===== src/sv/lsp_pkg.sv =====
// Shared types, constants and weight-table generator for the Loop subdivision point block.
`timescale 1ns / 1ps

package lsp_pkg;

    // Point rule codes
    typedef enum logic [1:0] {
        MODE_VERTEX   = 2'd0,
        MODE_INT_EDGE = 2'd1,
        MODE_BND_EDGE = 2'd2,
        MODE_NONE     = 2'd3
    } t_mode;

    localparam int POS_W  = 32;
    localparam int RING_W = 36;
    localparam int OPP_W  = 33;
    localparam int OUT_W  = 32;
    localparam int LANES  = 3;

    localparam logic signed [OUT_W-1:0] OUT_MAX = 32'sh7FFF_FFFF;
    localparam logic signed [OUT_W-1:0] OUT_MIN = 32'sh8000_0000;

    localparam logic [63:0] PI_Q30  = 64'd3373259426;
    localparam logic [63:0] ONE_Q30 = 64'd1 << 30;

    // Per-stage advance strobes handed to each lane
    typedef struct packed {
        logic s2;
        logic s3;
        logic s4;
    } t_stage_en;

    // Restoring long division, elaboration only
    function automatic logic [63:0] udiv64(input logic [63:0] num, input logic [63:0] den);
        logic [63:0] q;
        logic [64:0] rem;
        q   = '0;
        rem = '0;
        for (int i = 63; i >= 0; i--) begin
            rem = {rem[63:0], num[i]};
            if (rem >= {1'b0, den}) begin
                rem  = rem - {1'b0, den};
                q[i] = 1'b1;
            end
        end
        return q;
    endfunction

    // Vertex weight alpha for valence n in Q(w), elaboration only
    function automatic logic [63:0] alpha_q(input int unsigned n, input int unsigned w);
        logic [63:0] theta;
        logic [63:0] t2;
        logic [63:0] term;
        logic [63:0] c4u;
        logic [63:0] sq;
        logic [63:0] a30;
        longint      cosv;
        longint      c4;
        longint      diff;
        if (n <= 3) begin
            return 64'd3 << (w - 4);
        end
        theta = udiv64(64'd2 * PI_Q30, 64'(n));
        t2    = (theta * theta) >> 30;
        term  = ONE_Q30;
        cosv  = longint'(ONE_Q30);
        for (int k = 1; k <= 10; k++) begin
            term = udiv64((term * t2) >> 30, 64'((2 * k - 1) * (2 * k)));
            if ((k & 1) == 1) begin
                cosv = cosv - longint'(term);
            end else begin
                cosv = cosv + longint'(term);
            end
        end
        c4 = (longint'(3) <<< 29) + cosv;
        if (c4 < 0) begin
            c4 = 0;
        end
        c4u  = 64'(c4);
        sq   = (c4u * c4u) >> 34;
        diff = (longint'(5) <<< 27) - longint'(sq);
        if (diff < 0) begin
            diff = 0;
        end
        a30 = udiv64(64'(diff), 64'(n));
        return (a30 + (64'd1 << (29 - w))) >> (30 - w);
    endfunction

endpackage


===== src/sv/lsp_weight_rom.sv =====
// Constant weight table: alpha and old-point weight indexed by clamped valence.
`timescale 1ns / 1ps

module lsp_weight_rom #(
    parameter int MAX_VALENCE      = 16,
    parameter int WEIGHT_FRAC_BITS = 16
) (
    input  logic [4:0]                  i_valence,
    output logic [WEIGHT_FRAC_BITS-1:0] o_alpha,
    output logic [WEIGHT_FRAC_BITS:0]   o_wold
);

    localparam int AW    = WEIGHT_FRAC_BITS;
    localparam int IDX_W = $clog2(MAX_VALENCE + 1);
    localparam int CW    = (IDX_W > 5) ? IDX_W : 5;

    logic [AW-1:0]    tbl_alpha [0:MAX_VALENCE];
    logic [AW:0]      tbl_wold  [0:MAX_VALENCE];
    logic [CW-1:0]    val_ext;
    logic [IDX_W-1:0] idx;

    for (genvar g = 0; g <= MAX_VALENCE; g++) begin : g_ent
        localparam logic [63:0] A_G  = lsp_pkg::alpha_q(g, WEIGHT_FRAC_BITS);
        localparam logic [63:0] WO_G = (64'd1 << WEIGHT_FRAC_BITS) - 64'(g) * A_G;
        assign tbl_alpha[g] = A_G[AW-1:0];
        assign tbl_wold[g]  = WO_G[AW:0];
    end

    // valence above the table depth uses the last entry
    always_comb begin
        val_ext = CW'(i_valence);
        if (val_ext > CW'(MAX_VALENCE)) begin
            idx = IDX_W'(MAX_VALENCE);
        end else begin
            idx = val_ext[IDX_W-1:0];
        end
    end

    assign o_alpha = tbl_alpha[idx];
    assign o_wold  = tbl_wold[idx];

endmodule


===== config.mk =====
export PLATFORM = sky130hd
export DESIGN_NAME = lsp_weight_rom
export DESIGN_NICKNAME = d
export VERILOG_FILES = /design/src/sv/lsp_pkg.sv /design/src/sv/lsp_weight_rom.sv
export SDC_FILE = /design/constraint.sdc
export NUM_CORES = 1
export LEC_CHECK = 0
export BUFFER_PORTS_ARGS = -buffer_cell sky130_fd_sc_hd__buf_4
export CORE_UTILIZATION = 52
export DETAILED_ROUTE_END_ITERATION = 10
export GPL_TIMING_DRIVEN = 0
export PLACE_DENSITY = 0.95
export SYNTH_ARGS = -nofsm -noshare
export SYNTH_HDL_FRONTEND = slang
export SYNTH_SLANG_ARGS = --single-unit

===== constraint.sdc =====
create_clock -name vclk -period 4.2
set_input_delay 0.63 -clock vclk [all_inputs]
set_output_delay 0.63 -clock vclk [all_outputs]
set_load 0.02 [all_outputs]

==> metrics.txt <==
status finished clean; DRT antenna net count 0; Fin. Hold Viols 0; Tmin final roughly 2800 ps; post-cts resize count 0; count leader, synth nand2_1; Worst Path Required 3570 ps; Place WS between 1000 and 1500 ps; Placer Congestion about 0.86; CP peak stage delay 250 ps; highest clock rate 352 MHz; Fin Hold WS 1650 ps; Final Max Tran Viols 0; endpoints failing setup 0; vias per cell 5.72; Die Ht 38.7 um; Syn Inst Count 104; Reg power frac 0; via count 869; CP top delay family buffers and inverters; Clock power frac 0; drt pass-1 iters 4; Yosys top cell by area ha_1; Tcrit/Tclk final 0.676; Die Area 0.00150 mm2; setup ws final 1360 ps; net switching power 0.0746 mW; largest net degree at the start of global routing 11; crit path buf inv count 5; critical path's most frequent cell buf_4; Core Area 0.00119 mm2; maximum VDD drop 76.3 uV; clock buffers 0; Post-route DRC 0; critical path launch point i_valence[4]; fin util 0.819; Hold EP o_alpha[13]; Total GRT Usage 0.307; grt total ovfl 0; setup TNS 0 ps; Worst EP arrival 2210 ps; initial DRC count 37; CP cell instances buf_4 -> inv_2 -> buf_4 -> nand2_1 -> inv_2 -> ha_1 -> nor2b_1 -> o21ai_1 -> a21oi_1 -> buf_4; Layout Nets 152; Design Area, Final 971 um2; Final Instance Count excl. Fillers 152; num rows 12; area grow syn2layout 38.3%; placed cell area 971 um2; CP Max Fanout 10; sequential cell area 0 um2; Hold Startpoint i_valence[4]; Power Total roughly 0.13 mW; routed len/inst 14.9 um; Worst path slowest cell ha_1; Power Density about 130 mW/mm2; Maximum Capacitance Violations 0; Comb pwr share 1.000; port buffer count 33; hold path cells 3; Die X 38.7 um; initial core utilization 0.592; io pins 38; Crit. End Element primary output; RSZ-0062 raised after global routing false; hold crit path type input port to primary output; post-synth top area share 0.125; Placed Cells 152; synth cell count leaders nand2_1 (13), nor2_1 (11), a21oi_1 (10), buf_4 (7), ha_1 (7); warning count from the yosys run 0; flip-flop and latch count 0; hold_buf cts 0; Netlist cell types 35; initial antenna violation count 0; leakage ~0.5 nW; synth top area cells ha_1 (12%), buf_4 (7.5%), a21oi_1 (7.1%); switch share 0.593; Antenna diodes 0; post-DP HPWL 1720 um; Synth Cell Area 702 um2; Syn Area/Cell around 6.7 um2; P_int roughly 0.051 mW; crit start category input port; Seq/Total Area, Yosys 0; critical path class input port to primary output; postcts setup bufs 0; vias in the first global route between 700 and 800; final WL 2270 um; global-route wire length before repair 3320 um; share of layout cells above drive strength 1 0.471
==> worst min-delay path, cell delays in order <==
cell	delay [ps]
buf_4	150
nor3_2	80
buf_4	150
==> per-layer routing <==
metal / vias up / wire length, um / GRT usage / part of all wire
met5: - / 0 / 0 / 0
met4: 0 / 6 / 0.0776 / 0.0026
met3: 2 / 181 / 0.0289 / 0.080
met2: 57 / 1160 / 0.558 / 0.51
met1: 392 / 921 / 0.375 / 0.41
li1: 418 / - / - / -
==> area by class of cell <==
cell class / count / area [um2]
Tap cell: 14 / 17.5
Fill cell: 89 / 215
Timing Repair Buffer: 33 / 248
Buffer: 12 / 100
Multi-Input combinational cell: 86 / 579
Inverter: 7 / 26.3
==> placed cells by master, fill, tap and decap left out, drive strengths merged, types with 4 or more instances in the layout <==
master,instances
a21oi,13
nand2,15
buf,45
nor2,11
o21ai,7
ha,7
inv,7
nor2b,4
o22ai,5
==> power by group through the flow <==
stage                     registers (mW)  logic (mW)  clock network [mW]
after floorplan                        0      0.0847                   0
after global placement                 0       0.121                   0
after detailed placement               0       0.124                   0
after CTS                              0       0.125                   0
after global routing                   0       0.133                   0
final                                  0       0.126                   0
==> worst max path at each step <==
stage | endpoint | cells past startpoint | slack [ps]
after CTS | o_alpha[3] | 10 | 1380
after global routing | o_alpha[3] | 10 | 1260
after floorplan | o_alpha[3] | 9 | 1520
after detailed placement | o_alpha[3] | 10 | 1390
after global placement | o_alpha[3] | 10 | 1460
final | o_alpha[3] | 10 | 1360
==> kinds of logic (layout without fill, tap and decap cells) <==
group,Yosys count,count (layout),share of synthesized area
compound gates,34,34,0.351
mux,2,2,0.0285
simple gates,38,38,0.273
buf+inv,19,52,0.180
xor+xnor,3,3,0.0374
other cells,1,2,0.00534
fa+ha+maj,7,7,0.125
Power figures use the tool's default switching activity.
